==> src/rtl/bif_pkg.sv <==
package bif_pkg;

  localparam int CFG_W    = 10;
  localparam int RAD_W    = 2;
  localparam int CIDX_W   = 2;
  localparam int KIND_W   = 2;
  localparam int PIX_W    = 8;
  localparam int TIDX_W   = 8;
  localparam int TVAL_W   = 16;
  localparam int TAP_W    = 3;
  localparam int QUO_BITS = 9;
  localparam int PIPE_LAT = 3;
  localparam int RANGE_DEPTH = 256;

  localparam int DEF_MAX_WIDTH   = 512;
  localparam int DEF_MAX_HEIGHT  = 512;
  localparam int DEF_MAX_RADIUS  = 3;
  localparam int DEF_WEIGHT_BITS = 16;

  localparam logic [KIND_W-1:0] KIND_PIXEL   = 2'd0;
  localparam logic [KIND_W-1:0] KIND_FLUSH   = 2'd1;
  localparam logic [KIND_W-1:0] KIND_RANGE   = 2'd2;
  localparam logic [KIND_W-1:0] KIND_SPATIAL = 2'd3;

  localparam logic [CIDX_W-1:0] REG_WIDTH  = 2'd0;
  localparam logic [CIDX_W-1:0] REG_HEIGHT = 2'd1;
  localparam logic [CIDX_W-1:0] REG_RADIUS = 2'd2;

  localparam logic [CFG_W-1:0] RST_WIDTH  = 10'd512;
  localparam logic [CFG_W-1:0] RST_HEIGHT = 10'd512;
  localparam logic [RAD_W-1:0] RST_RADIUS = 2'd1;

  localparam logic [PIX_W-1:0] PIX_MAX = 8'hFF;
  localparam logic [PIX_W-1:0] PIX_MIN = 8'h00;

  typedef struct packed {
    logic accept;
    logic eval;
    logic ctr_rd;
    logic tap_init;
    logic tap_issue;
    logic tap_center;
    logic tap_row;
    logic cap_center;
    logic div_start;
    logic div_step;
    logic out_load;
  } bif_cmd_t;

  typedef struct packed {
    logic [KIND_W-1:0] kind;
    logic              flush_idle;
    logic              ge_lag;
    logic [RAD_W-1:0]  radius;
    logic              out_free;
  } bif_sts_t;

endpackage

==> src/rtl/bif_ctrl.sv <==
module bif_ctrl import bif_pkg::*; (
  input  logic     clk,
  input  logic     rst_n,
  input  logic     in_valid,
  output logic     in_ready,
  input  bif_sts_t sts,
  output bif_cmd_t cmd
);
  localparam logic [2:0] S_IDLE  = 3'd0;
  localparam logic [2:0] S_EVAL  = 3'd1;
  localparam logic [2:0] S_CTR   = 3'd2;
  localparam logic [2:0] S_TAPS  = 3'd3;
  localparam logic [2:0] S_DRAIN = 3'd4;
  localparam logic [2:0] S_DIV   = 3'd5;
  localparam logic [2:0] S_OUTW  = 3'd6;

  logic [2:0]       st_r, st_nxt;
  logic [TAP_W-1:0] dx_r, dx_nxt, dy_r, dy_nxt;
  logic [3:0]       cnt_r, cnt_nxt;
  logic [TAP_W-1:0] rad, side_m1;

  assign rad     = TAP_W'(sts.radius);
  assign side_m1 = TAP_W'({sts.radius, 1'b0});

  always_comb begin
    st_nxt   = st_r;
    dx_nxt   = dx_r;
    dy_nxt   = dy_r;
    cnt_nxt  = cnt_r;
    cmd      = '0;
    in_ready = 1'b0;
    case (st_r)
      S_IDLE: begin
        in_ready   = 1'b1;
        cmd.accept = in_valid;
        if (in_valid) begin
          st_nxt = S_EVAL;
        end
      end
      S_EVAL: begin
        cmd.eval = 1'b1;
        if (!sts.kind[1] && !sts.flush_idle && sts.ge_lag) begin
          st_nxt = S_CTR;
        end else begin
          st_nxt = S_IDLE;
        end
      end
      S_CTR: begin
        cmd.ctr_rd   = 1'b1;
        cmd.tap_init = 1'b1;
        dx_nxt       = '0;
        dy_nxt       = '0;
        st_nxt       = S_TAPS;
      end
      S_TAPS: begin
        cmd.tap_issue  = 1'b1;
        cmd.cap_center = (dx_r == '0) && (dy_r == '0);
        cmd.tap_center = (dx_r == rad) && (dy_r == rad);
        cmd.tap_row    = (dx_r == side_m1);
        if (dx_r == side_m1) begin
          dx_nxt = '0;
          dy_nxt = dy_r + 1'b1;
          if (dy_r == side_m1) begin
            st_nxt  = S_DRAIN;
            cnt_nxt = '0;
          end
        end else begin
          dx_nxt = dx_r + 1'b1;
        end
      end
      S_DRAIN: begin
        cnt_nxt = cnt_r + 1'b1;
        if (cnt_r == 4'(PIPE_LAT - 1)) begin
          st_nxt  = S_DIV;
          cnt_nxt = '0;
        end
      end
      S_DIV: begin
        cmd.div_start = (cnt_r == '0);
        cmd.div_step  = (cnt_r != '0);
        cnt_nxt       = cnt_r + 1'b1;
        if (cnt_r == 4'(QUO_BITS)) begin
          st_nxt = S_OUTW;
        end
      end
      S_OUTW: begin
        if (sts.out_free) begin
          cmd.out_load = 1'b1;
          st_nxt       = S_IDLE;
        end
      end
      default: begin
        st_nxt = S_IDLE;
      end
    endcase
  end

  always_ff @(posedge clk) begin
    if (!rst_n) begin
      st_r  <= S_IDLE;
      dx_r  <= '0;
      dy_r  <= '0;
      cnt_r <= '0;
    end else begin
      st_r  <= st_nxt;
      dx_r  <= dx_nxt;
      dy_r  <= dy_nxt;
      cnt_r <= cnt_nxt;
    end
  end
endmodule

==> config.mk <==
export PLATFORM = sky130hd
export DESIGN_NAME = bif_ctrl
export DESIGN_NICKNAME = d
export VERILOG_FILES = /design/src/rtl/bif_pkg.sv /design/src/rtl/bif_ctrl.sv
export SDC_FILE = /design/constraint.sdc
export NUM_CORES = 1
export LEC_CHECK = 0
export BUFFER_PORTS_ARGS = -buffer_cell sky130_fd_sc_hd__buf_2
export CAP_MARGIN = 20
export CORE_MARGIN = 1
export CORE_UTILIZATION = 48
export DETAILED_ROUTE_END_ITERATION = 10
export PLACE_DENSITY_LB_ADDON = 0.3
export SYNTH_ARGS = -nofsm -noshare
export SYNTH_HDL_FRONTEND = slang
export SYNTH_SLANG_ARGS = --single-unit
==> constraint.sdc <==
create_clock -name clk -period 1.8 [get_ports clk]
set_input_delay 0.45 -clock clk [delete_from_list [all_inputs] [get_ports clk]]
set_output_delay 0.45 -clock clk [all_outputs]
set_load 0.01 [all_outputs]
**Word-level counts from Yosys, hierarchy flattened**

Cells that the tools add are included.

- $add $sub $neg: 3
- Equality and inequality tests: 18
- Multiplexer cells: 24
- Reduce and logical (&&, ||, !) cells: 16

Operators by type and width:

| kind | number |
|---|---|
| 3-bit two-way mux | 8 |
| 3-bit case mux with 7 select lines | 1 |
| 4-bit two-way mux | 4 |
| 2-bit inequality test (second input constant) | 6 |
| 3-bit case mux with 2 select lines | 2 |
| 4-bit case mux with 3 select lines | 1 |
| 3-bit == test (second input constant) | 3 |
| 3-bit zero test | 3 |
| 3-bit by 1-bit adder with 3-bit output (second input constant) | 2 |
| 3-bit by 2-bit == test with 1-bit output | 2 |
| 3-bit by 2-bit == test with 1-bit output (second input constant) | 2 |
| 3-bit == test | 2 |
| 2-bit two-way mux | 3 |
| 6-bit AND reduction | 1 |
| 1-bit two-way mux | 5 |
| 4-bit by 1-bit adder with 4-bit output (second input constant) | 1 |
| 4-bit by 2-bit == test with 1-bit output (second input constant) | 1 |
| 4-bit == test (second input constant) | 1 |
| 1-bit logical AND | 4 |
| 4-bit zero test | 1 |
| 4-bit nonzero test | 1 |
| 3-bit by 1-bit == test with 1-bit output (second input constant) | 1 |
| 3-bit AND reduction | 1 |
| 3-bit nonzero test | 1 |
| 3 further kinds | 4 |

- Flip-flop bits (word level): 13
- Input port bits: 10
- Output and inout bits: 12
- Logic and storage cells: 65

**Depth between registers and ports, before layout**

Gate-level depths: netlist (run 1).

- Depth after elaboration: 5
- Mapped depth: 6
- Gate-level depth less buffers: 6

**Least setup slack after synthesis (run 1)**

No wires, ideal clock.

- Path type: reg-to-output
- Start: register st_r[1]
- End: output cmd[8] in the netlist's numbering
- Arrival time: 1.151 ns
- Required time: 1.350 ns
- Path slack: 0.199 ns
- Cell stages (with the launch flop): 5
- Path buffers: 2
- Cells stage by stage: dfxtp_1 > clkbuf_2 > nand2_1 > nor2_1 > buf_4

RTL lines:

| item | line | text |
|---|---|---|
| start: declaration | bif_ctrl.sv:17 | `logic [2:0] st_r, st_nxt;` |
| start signal: assignment | bif_ctrl.sv:105 | `st_r <= st_nxt;` |
| end: declaration | bif_ctrl.sv:7 | `output bif_cmd_t cmd` |

==> metrics.md, run 1 <==
| Metric | Value |
|---|---|
| Outcome | `finished clean` |
| P&R area growth vs syn | `26.7%` |
| RSZ-0062 raised after global routing | `true` |
| Clk buf depth | `2` |
| Row count | `16` |
| Post-synth top area cell | `dfxtp_1` |
| Initial DRC Count | `16` |
| Syn Nets | `between 100 and 150` |
| Clock slew at reported path FFs | `0.08 ns` |
| Kind of critical path | `reg -> out` |
| Die Y | `around 48 um` |
| Net Sw Frac | `roughly 27%` |
| Final Hold Fails | `0` |
| Max Slew Vio Count | `0` |
| Post-route DRC violation count | `0` |
| Post-synthesis cell count | `between 100 and 150` |
| Pwr dens | `roughly 460 nW/um^2` |
| Internal power | `around 420 uW` |
| Hold WS | `0.409 ns` |
| Leak | `0.586 nW` |
| Reg power frac | `between 50 and 60%` |
| Placement Cell Area | `about 1200 um^2` |
| Setup WS pre-CTS | `0.0875 ns` |
| Slew headroom | `approximately 77%` |
| Synthesis Warnings | `0` |
| PortBufs | `20` |
| Mean Syn Cell Area | `~8.4 um^2` |
| Antenna Nets Post-Route | `0` |
| Die W | `47.9 um` |
| H-tree depth | `1` |
| Register area share after synthesis | `roughly a quarter` |
| Initial antenna violation count | `0` |
| Max cap viols | `0` |
| Final Skew | `just over 0.006 ns` |
| Switch Pwr | `160 uW` |
| Vias per inst | `between 5 and 6` |
| WL per Instance | `11.9 um` |
| Sequential cell area | `between 200 and 300 um^2` |
| Fmax | `approximately 570 MHz` |
| Core area | `a little under 2000 um^2` |
| Cts hold-fix bufs | `0` |
| Initial Util | `51.1%` |
| Clock group share of total power | `between 30% and 40%` |
| Final instance area | `approximately 1300 um^2` |
| WP data arrival | `between 1 and 1.5 ns` |
| Critical path required time | `1.35 ns` |
| Synth Cell Area | `slightly above 1000 um^2` |
| Count of different cell masters after synthesis | `43` |
| TritonCTS Buffers | `3` |
| Yosys reg bits | `13` |
| Post-Route WL | `2.11 mm` |
| Max FO, Critical Path | `5` |
| Synth Flop Type | `dfxtp_1` |
| Top cell type's share of synthesized area | `25.7%` |
| Placed cell count | `170` |
| NumNets Final | `around 170` |
| Post-synth top cells | `16 x nor2_1, 13 x dfxtp_1, 10 x a21oi_1` |
| Routed vias | `~930` |
| Crit. End Element | `output port` |
| Synth async-reset ratio | `0%` |
| Most frequent cell after synthesis | `nor2_1` |
| Overflow left after global routing | `0` |
| Finish-stage setup viols | `0` |
| Worst VDD drop | `~0.0004 V` |
| Full die area | `2300 um^2` |
| Largest cells by area after synthesis | `dfxtp_1 26%, ha_1 9.9%, nor2_1 5.9%` |
| Clock sink count | `13` |
| Fin crit period | `1.77 ns` |
| Final GP Congestion | `about 0.8` |
| EDFF count, synth | `0` |
| Diode count | `0` |
| Gr usage total | `between 10% and 20%` |
| Footprint of the multi-input gates | `approximately 730 um^2` |
| Final cell count without fillers | `177` |
| Final period utilization | `between 90% and 100%` |
| Worst slew pin tran | `between 0.3 and 0.4 ns` |
| Num ports | `22` |
| Setup TNS Final | `0 ns` |
| Root Driver | `clkbuf_4` |
| Number of global-route vias before repair | `771` |
| Final HPWL DP | `1.60 mm` |
| CTS tree | `yes` |
| Largest net degree at the start of global routing | `11` |
| Worst setup margin | `0.0317 ns` |
| Fillers | `171` |
| First-pass GRT wire length | `between 3 and 4 mm` |
| Clock insertion delay at the later pin of the skew report | `around 0.28 ns` |
| DR pass1 iterations | `6` |
| Comb pwr share | `between 10% and 20%` |
| Crit start category | `flip-flop` |
| Share of cells above drive strength 1 | `40.7%` |
| Worst Hold Class | `in -> reg` |
==> layout by cell type, fill, tap and decap left out, drive strengths merged, types with 2 or more instances in the layout <==
cell type  netlist  routed
a21oi           10      10
a22oi            2       2
a31oi            2       2
and3             4       4
buf              3      30
clkbuf           1       4
dfxtp           13      13
ha               8       8
inv              9       9
nand2            8       8
nand3            2       2
nor2            18      18
nor3             8       8
nor4             2       2
o21ai            4       4
o31a             2       2
xor2             5       5
==> worst max-delay path, stage by stage (launching register included) <==
cell	delay (ns)
dfxtp_4	0.37
nand3b_4	0.21
nor3_4	0.13
o21ai_0	0.09
a21oi_1	0.10
buf_2	0.14
==> sequential cells by signal, indices dropped and copies added (netlist names) <==
signal  cells
cnt_r       4
dx_r        3
dy_r        3
st_r        3
==> logic make-up (layout without fill, tap and decap cells) <==
family | count (synthesis) | count (layout) | synth area share (%)
compound gates | 26 | 26 | 19.2
xor+xnor | 6 | 6 | 5.19
fa+ha+maj | 8 | 8 | 9.89
buf+inv | 14 | 44 | 7.17
flops | 13 | 13 | 25.7
mux | 1 | 1 | 0.989
simple gates | 52 | 52 | 31.9
==> per-layer routing <==
layer  up-vias  share of wire (%)  GRT usage, %
li1        477                  -             -
met1       440                 45          26.3
met2        15                 51          31.4
met3         2                3.5          5.66
met4         0               0.48          3.33
met5         -                  0             0
==> cell type report <==
type,instances,area share (%)
Timing Repair Buffer,30,14.0
Multi-Input combinational cell,93,56.7
Clock buffer,4,2.05
Sequential cell,13,21.8
Inverter,10,2.93
Tap cell,27,2.63
==> timing repair <==
action,CTS,global route
resized for setup,7,14
endpoints found under the setup margin,8,8
setup buffers,0,3
pin swaps,1,1
hold endpoints to repair,0,0
==> per-stage QoR <==
stage               util (%)  total power, mW
floorplan                  -            0.371
global placement        58.7            0.402
detailed placement      58.7            0.405
CTS                     60.8            0.586
global route            64.7            0.621
finish                  64.7            0.585
==> worst paths after layout <==
path	start	to	slack (ns)	depth (start not counted)
setup / recovery	st_r[2]$_SDFFE_PN0P_	cmd[5]	0.03	5
hold reg to reg	dx_r[2]$_SDFFE_PN0P_	dx_r[2]$_SDFFE_PN0P_	0.54	2
setup reg to reg	st_r[2]$_SDFFE_PN0P_	st_r[0]$_SDFFE_PN0P_	0.14	6
hold / removal	rst_n	st_r[1]$_SDFFE_PN0P_	0.41	2
==> power groups by stage <==
stage | clock network, mW | logic, mW | registers [mW]
2_1_floorplan | 0 | 0.0673 | 0.304
5_1_grt | 0.203 | 0.120 | 0.297
4_1_cts | 0.187 | 0.0995 | 0.299
3_3_place_gp | 0 | 0.0960 | 0.306
3_5_place_dp | 0 | 0.0984 | 0.306
6_report | 0.180 | 0.108 | 0.296
Note: power is estimated with default switching activity, not from simulation.
==> run 2: changes to the inputs <==
CORE_MARGIN = 5   (was 1)
==> run 2 against run 1 <==
  * The run now ends with negative setup slack left
  * Global-route usage fell by 4.9 points
  * Power fell by 1.5%
  * Clock power down 4%
  * Final area fell by 1.6%
  * Critical endpoint unchanged
  * Largest cell class unchanged
  * Largest power group unchanged
  * Highest routed layer unchanged
==> metrics.md, run 2 (same netlist as run 1, synthesis figures left out) <==
| Metric | Value |
|---|---|
| DR pass1 iterations | `4 (-2)` |
| Worst VDD drop | `0.000380 V (-7.5%)` |
| Final cell count without fillers | `178 (+0.56%)` |
| CP peak stage delay | `0.36 ns (about the same)` |
| Die Y | `55.9 um (+17%)` |
| Num ports | `22 (unchanged)` |
| RSZ-0062 raised after global routing | `true` |
| Final period utilization | `102% (+3.5 points)` |
| Slowest cell on crit path | `dfxtp_4` |
| Fin crit period | `1.83 ns (+0.0629 ns)` |
| PortBufs | `20 (unchanged)` |
| Footprint of the multi-input gates | `708 um^2 (-2.6%)` |
| Antenna Nets Post-Route | `0 (unchanged)` |
| Internal power | `425 uW (about the same)` |
| Fillers | `189 (+11%)` |
| Largest net degree at the start of global routing | `11 (unchanged)` |
| Worst slew pin tran | `0.346 ns (+0.00906 ns)` |
| NumNets Final | `170 (+0.59%)` |
| Hold WS | `0.427 ns (+0.0179 ns)` |
| Finish-stage setup viols | `1 (+1)` |
| Crit start category | `flip-flop` |
| Worst setup margin | `-0.0312 ns (-0.0629 ns)` |
| Final Hold Fails | `0 (unchanged)` |
| Crit. End Element | `output port` |
| Row count | `16 (unchanged)` |
| WL per Instance | `12.1 um (+2.1%)` |
| Die W | `55.9 um (+17%)` |
| R2R Path Start | `cnt_r[1]$_SDFFE_PN0P_` |
| Final instance area | `1260 um^2 (-1.6%)` |
| Placed cell count | `170 (unchanged)` |
| CTS tree | `yes` |
| Reg2reg path depth | `5 (-1)` |
| Clk buf depth | `2 (unchanged)` |
| Net Sw Frac | `26.2% (-1.1 points)` |
| Placement Cell Area | `1160 um^2 (unchanged)` |
| CP Capture Point | `cmd[5]` |
| Worst Hold Class | `in -> reg` |
| Final GP Congestion | `0.761 (-3.8%)` |
| Initial DRC Count | `20 (+4)` |
| First-pass GRT wire length | `3.72 mm (+16%)` |
| Final Skew | `0.00182 ns (-0.00424 ns)` |
| Finished Core Util | `63.7% (-1.0 points)` |
| Kind of critical path | `reg -> out` |
| Vias per inst | `5.16 (-2.2%)` |
| Setup WS pre-CTS | `0.0623 ns (-0.0253 ns)` |
| Critical path required time | `1.35 ns (about the same)` |
| Overflow left after global routing | `0 (unchanged)` |
| Max reg flops | `4 (unchanged)` |
| Outcome | `finished, violations left` |
| Cell chain of the critical path | `nand3b_4 > nor3_4 > o21ai_1 > a21oi_1 > buf_2` |
| Gr usage total | `14.7% (-4.9 points)` |
| Initial antenna violation count | `0 (unchanged)` |
| Most common cell after layout, fill and taps aside | `buf_2` |
| Sequential cell area | `274 um^2 (-1.8%)` |
| Share of cells above drive strength 1 | `39.1% (-1.6 points)` |
| Full die area | `3130 um^2 (+36%)` |
| Clock sink count | `13 (unchanged)` |
| Number of global-route vias before repair | `848 (+10%)` |
| Switch Pwr | `151 uW (-5.4%)` |
| Fmax | `546 MHz (-3.4%)` |
| Setup TNS Final | `-0.0312 ns (-0.0312 ns)` |
| Final HPWL DP | `1.72 mm (+7.1%)` |
| Most frequent cells in the layout | `20 x buf_2, 15 x nor2_1, 11 x buf_4, 10 x a21oi_1` |
| P&R area growth vs syn | `24.7%` |
| R2R setup slack | `0.18 ns (+0.04 ns)` |
| Max cap viols | `0 (unchanged)` |
| Clock insertion delay at the later pin of the skew report | `0.27 ns (about the same)` |
| Clock group share of total power | `29.8% (-1.0 points)` |
| Largest register by flop count | `cnt_r` |
| Routed vias | `919 (-1.6%)` |
| Reg power frac | `51.7% (+1.0 points)` |
| Pwr dens | `456 nW/um^2 (+0.11%)` |
| Post-Route WL | `2.16 mm (+2.7%)` |
| Root Driver | `clkbuf_4` |
| Number of buffers and inverters on the critical path | `1 (unchanged)` |
| CP delay by family, top | `simple AND/OR/NAND/NOR gates` |
| Comb pwr share | `18.5% (about the same)` |
| Leak | `0.586 nW (about the same)` |
| Post-route DRC violation count | `0 (unchanged)` |
| Core area | `1980 um^2 (unchanged)` |
| Max Slew Vio Count | `0 (unchanged)` |
| Slew headroom | `77.0% (-0.42 points)` |
| Diode count | `0 (unchanged)` |
| Critical R2R Capture | `st_r[0]$_SDFFE_PN0P_` |
| H-tree depth | `1 (unchanged)` |
| Initial Util | `51.1% (unchanged)` |
| Clock slew at reported path FFs | `0.07 ns (about the same)` |
| WP data arrival | `1.38 ns (+0.06 ns)` |
| Power consumption | `576 uW (-1.5%)` |
| TritonCTS Buffers | `3 (unchanged)` |
| Failing checks | `negative setup slack` |
| Worst setup startpoint | `st_r[2]$_SDFFE_PN0P_` |
| Levels on crit path | `5 (unchanged)` |
| Max FO, Critical Path | `6 (+1)` |
[run 2: cell types whose count changed in the layout (fill, tap and decap cells not counted), sizes merged]
cell  change
buf       +1
[run 2: worst register-to-register path, cell delays in order (launching register included)]
cell and delay (ns):
dfxtp_1 0.41, ha_1 0.21, a31oi_2 0.15, o31ai_4 0.38, nor2_2 0.06, a2111oi_2 0.31
[run 2: area by class of cell]
type,count,area share [%]
clock buffer,4,2.08
inverter,10,2.97
multi-input combinational,93,56.1
sequential,13,21.7
tap,27,2.68
timing repair buffer,31,14.5
[run 2: metal layers]
metal | routed length (um) | vias to the layer above | track usage [%]
li1 | - | 482 | -
met1 | 925 | 416 | 17.1
met3 | 126 | 2 | 5.80
met5 | 0 | - | 0
met4 | 15 | 0 | 4.07
met2 | 1090 | 19 | 24.8
[run 2: power by group through the flow]
stage | clock network (mW) | logic, mW | registers (mW)
floorplan | 0 | 0.0673 | 0.304
global placement | 0 | 0.0967 | 0.306
detailed placement | 0 | 0.0999 | 0.306
CTS | 0.180 | 0.101 | 0.298
global route | 0.197 | 0.117 | 0.299
finish | 0.172 | 0.106 | 0.298
[run 2: how the worst min path moves through the flow]
stage                    startpoint                   end  slack [ns]  depth (start not counted)
6_report                      rst_n  st_r[1]$_SDFFE_PN0P_        0.43                          2
5_1_grt                       rst_n  st_r[1]$_SDFFE_PN0P_        0.43                          2
4_1_cts                       rst_n  st_r[1]$_SDFFE_PN0P_        0.42                          2
3_5_place_dp   dx_r[2]$_SDFFE_PN0P_  dx_r[2]$_SDFFE_PN0P_        0.54                          2
3_3_place_gp   dx_r[2]$_SDFFE_PN0P_  dx_r[2]$_SDFFE_PN0P_        0.51                          2
2_1_floorplan  dx_r[2]$_SDFFE_PN0P_  dx_r[2]$_SDFFE_PN0P_        0.49                          2
[run 2: timing repair]
action	in CTS	in global routing
resized for setup	7	9
setup endpoints to repair	8	9
hold buffers	0	0
pin swaps	0	2
gates cloned	0	0
buffers inserted	0	4
==> run 3: changes to the inputs <==
ABC_AREA = 1   (was unset)
ABC_CLOCK_PERIOD_IN_PS = 1800   (was unset)
CELL_PAD_IN_SITES_DETAIL_PLACEMENT = 0   (was unset)
CELL_PAD_IN_SITES_GLOBAL_PLACEMENT = 1   (was unset)
CORE_UTILIZATION = 36   (was 48)
==> run 3 against run 2 <==
  * The run now ends clean
  * Clock power about the same
  * Clock-buffer cell count unchanged
  * First-iteration DRC count is 140% higher
  * Area after synthesis down 4.0%
  * Combinational power increased to 5.5 times the previous value
  * Via count increased by 9.4%
  * Die area is 23% higher
  * Critical path depth did not move
  * Critical path type unchanged
==> metrics.md, run 3 <==
| Metric | Value |
|---|---|
| DR pass1 iterations | `4 (unchanged)` |
| Synthesis Warnings | `0 (unchanged)` |
| TritonCTS Buffers | `3 (unchanged)` |
| Hold depth | `3 (+1)` |
| Largest net degree at the start of global routing | `10 (-1)` |
| Final cell count without fillers | `205 (+15%)` |
| Internal power | `646 uW (+52%)` |
| WL per Instance | `11.1 um (-8.3%)` |
| Cts hold-fix bufs | `0 (unchanged)` |
| Share of cells above drive strength 1 | `28.6% (-11 points)` |
| Final HPWL DP | `1.85 mm (+7.4%)` |
| Final Skew | `0.00183 ns (+0.00000832 ns)` |
| P&R area growth vs syn | `21.2%` |
| HP Start | `rst_n` |
| Syn Nets | `167 (+21%)` |
| Worst VDD drop | `0.000544 V (+43%)` |
| Clock slew at reported path FFs | `0.08 ns (about the same)` |
| Clock sink count | `13 (unchanged)` |
| Hold EP | `dx_r[2]$_SDFFE_PN0P_` |
| Most frequent cell after synthesis | `nand2_1` |
| Clock insertion delay at the later pin of the skew report | `0.27 ns (about the same)` |
| Routed vias | `1,005 (+9.4%)` |
| R2R setup slack | `0.29 ns (+0.11 ns)` |
| Slew headroom | `82.6% (+5.7 points)` |
| Synth Flop Type | `dfxtp_1` |
| Post-synthesis cell count | `149 (+24%)` |
| CTS tree | `yes` |
| Max Slew Vio Count | `0 (unchanged)` |
| Reg power frac | `33.2% (-19 points)` |
| Max cap viols | `0 (unchanged)` |
| Core area | `2520 um^2 (+27%)` |
| Number of global-route vias before repair | `984 (+16%)` |
| Row count | `18 (+2)` |
| NumNets Final | `194 (+14%)` |
| R2R Path Start | `cnt_r[0]$_SDFFE_PN0P_` |
| Net Sw Frac | `43.0% (+17 points)` |
| RSZ-0062 raised after global routing | `true` |
| Antenna Nets Post-Route | `0 (unchanged)` |
| Worst slew pin tran | `0.259 ns (-0.0861 ns)` |
| Post-synth top cells | `29 x nand2_1, 20 x inv_1, 19 x nand3_1, 15 x nor2_1, 13 x dfxtp_1` |
| Max reg flops | `4 (unchanged)` |
| Count of different cell masters after synthesis | `27 (-37%)` |
| Post-synth top area cell | `dfxtp_1` |
| Fin crit period | `1.78 ns (-0.0561 ns)` |
| Root Driver | `clkbuf_4` |
| Finish-stage setup viols | `0 (-1)` |
| Post-Route WL | `2.28 mm (+5.6%)` |
| Die Y | `62.0 um (+11%)` |
| Num ports | `22 (unchanged)` |
| Diode count | `0 (unchanged)` |
| Critical R2R Capture | `st_r[1]$_SDFFE_PN0P_` |
| Most common cell after layout, fill and taps aside | `nand2_1` |
| Final Hold Fails | `0 (unchanged)` |
| Mean Syn Cell Area | `6.52 um^2 (-23%)` |
| Reg2reg path depth | `9 (+4)` |
| Synth Cell Area | `972 um^2 (-4.0%)` |
| WP data arrival | `1.33 ns (-0.05 ns)` |
| Overflow left after global routing | `0 (unchanged)` |
| Crit. End Element | `output port` |
| Most frequent cells in the layout | `28 x nand2_1, 20 x inv_1, 20 x buf_2, 18 x nand3_1, 13 x nor2_1` |
| Leak | `0.594 nW (+1.5%)` |
| Placed cell count | `200 (+18%)` |
| Clock group share of total power | `15.5% (-14 points)` |
| Largest register by flop count | `cnt_r` |
| Full die area | `3840 um^2 (+23%)` |
| Vias per inst | `4.90 (-5.0%)` |
| Kind of critical path | `reg -> out` |
| Worst Hold Class | `in -> reg` |
| Outcome | `finished clean` |
| Largest cells by area after synthesis | `dfxtp_1 27%, nand2_1 11%, ha_1 10%` |
| Initial Util | `38.5% (-13 points)` |
| Post-route DRC violation count | `0 (unchanged)` |
| H-tree depth | `1 (unchanged)` |
| EDFF count, synth | `0 (unchanged)` |
| Final period utilization | `98.6% (-3.1 points)` |
| Switch Pwr | `488 uW (+220%)` |
| Pwr dens | `962 nW/um^2 (+110%)` |
| Hold WS | `0.448 ns (+0.0205 ns)` |
| Fmax | `563 MHz (+3.2%)` |
| Initial DRC Count | `48 (+140%)` |
| Die W | `62.0 um (+11%)` |
| First-pass GRT wire length | `4.03 mm (+8.3%)` |
| Gr usage total | `14.1% (-0.57 points)` |
| Critical path required time | `1.35 ns (about the same)` |
| Register area share after synthesis | `26.8% (+1.1 points)` |
| Final GP Congestion | `0.795 (+4.5%)` |
| PortBufs | `20 (unchanged)` |
| Crit start category | `flip-flop` |
| Final instance area | `1180 um^2 (-6.6%)` |
| Placement Cell Area | `1120 um^2 (-4.1%)` |
| Power consumption | `1.13 mW (+97%)` |
| Initial antenna violation count | `0 (unchanged)` |
| Yosys reg bits | `13 (unchanged)` |
| Top cell type's share of synthesized area | `26.8% (+1.1 points)` |
| Max FO, Critical Path | `4 (-2)` |
| Synth async-reset ratio | `0% (unchanged)` |
| Comb pwr share | `51.4% (+33 points)` |
| Clk buf depth | `2 (unchanged)` |
[run 3: cells by family (layout without fill, tap and decap cells)]
| family | count (synthesis) | in the layout | share of synthesized area [%] |
|---|---|---|---|
| simple gates | 74 | 74 | 34.6 |
| buf+inv | 29 | 55 | 13.1 |
| compound gates | 23 | 23 | 13.4 |
| flops | 13 | 13 | 26.8 |
| fa+ha+maj | 8 | 8 | 10.3 |
| xor+xnor | 2 | 2 | 1.80 |
[run 3: routing by layer]
layer | GRT usage [%] | wire length, um
met2 | 24.3 | 1100
met5 | 0 | 0
met1 | 17.3 | 1060
met3 | 1.86 | 109
met4 | 6.36 | 19
[run 3: worst max-delay path by stage]
stage / from / end / cells past startpoint
final: dx_r[1]$_SDFFE_PN0P_ / cmd[4] / 5
after global routing: dx_r[0]$_SDFFE_PN0P_ / cmd[4] / 6
after CTS: st_r[0]$_SDFFE_PN0P_ / cmd[4] / 6
after detailed placement: sts[2] / cmd[4] / 8
after global placement: sts[2] / cmd[4] / 8
after floorplan: st_r[0]$_SDFFE_PN0P_ / cmd[5] / 5
[run 3: worst max-delay path: stages (launching register included)]
cell and delay, ns:
dfxtp_1 0.42, xor2_1 0.27, nor2_2 0.09, nand2_2 0.10
inv_1 0.05, buf_2 0.13
[run 3: power groups by stage]
stage	clock network, mW	logic [mW]	registers [mW]
floorplan	0	0.423	0.353
global placement	0	0.553	0.376
detailed placement	0	0.561	0.377
CTS	0.188	0.571	0.376
global route	0.203	0.668	0.383
finish	0.175	0.583	0.376
[run 3: metrics by stage]
stage	TNS (ns)	worst slack, ns	util (%)
after detailed placement	0	0.0900	44.2
after CTS	0	0.00790	46.1
after global placement	0	0.117	44.2
after floorplan	0	0.0218	-
final	0	0.0249	46.7
after global routing	-0.126	-0.0697	46.7
[run 3: area by class of cell]
class                           count  area, um^2
Inverter                           25        96.3
Clock buffer                        4        26.3
Timing Repair Buffer               26         145
Multi-Input combinational cell    107         603
Sequential cell                    13         270
Tap cell                           30        37.5
Fill cell                         276        1340
[run 3: what timing repair did]
item | in CTS | in global routing
setup buffers | 0 | 1
resized for setup | 7 | 5
setup endpoints to repair | 5 | 4
pin swaps | 1 | 0
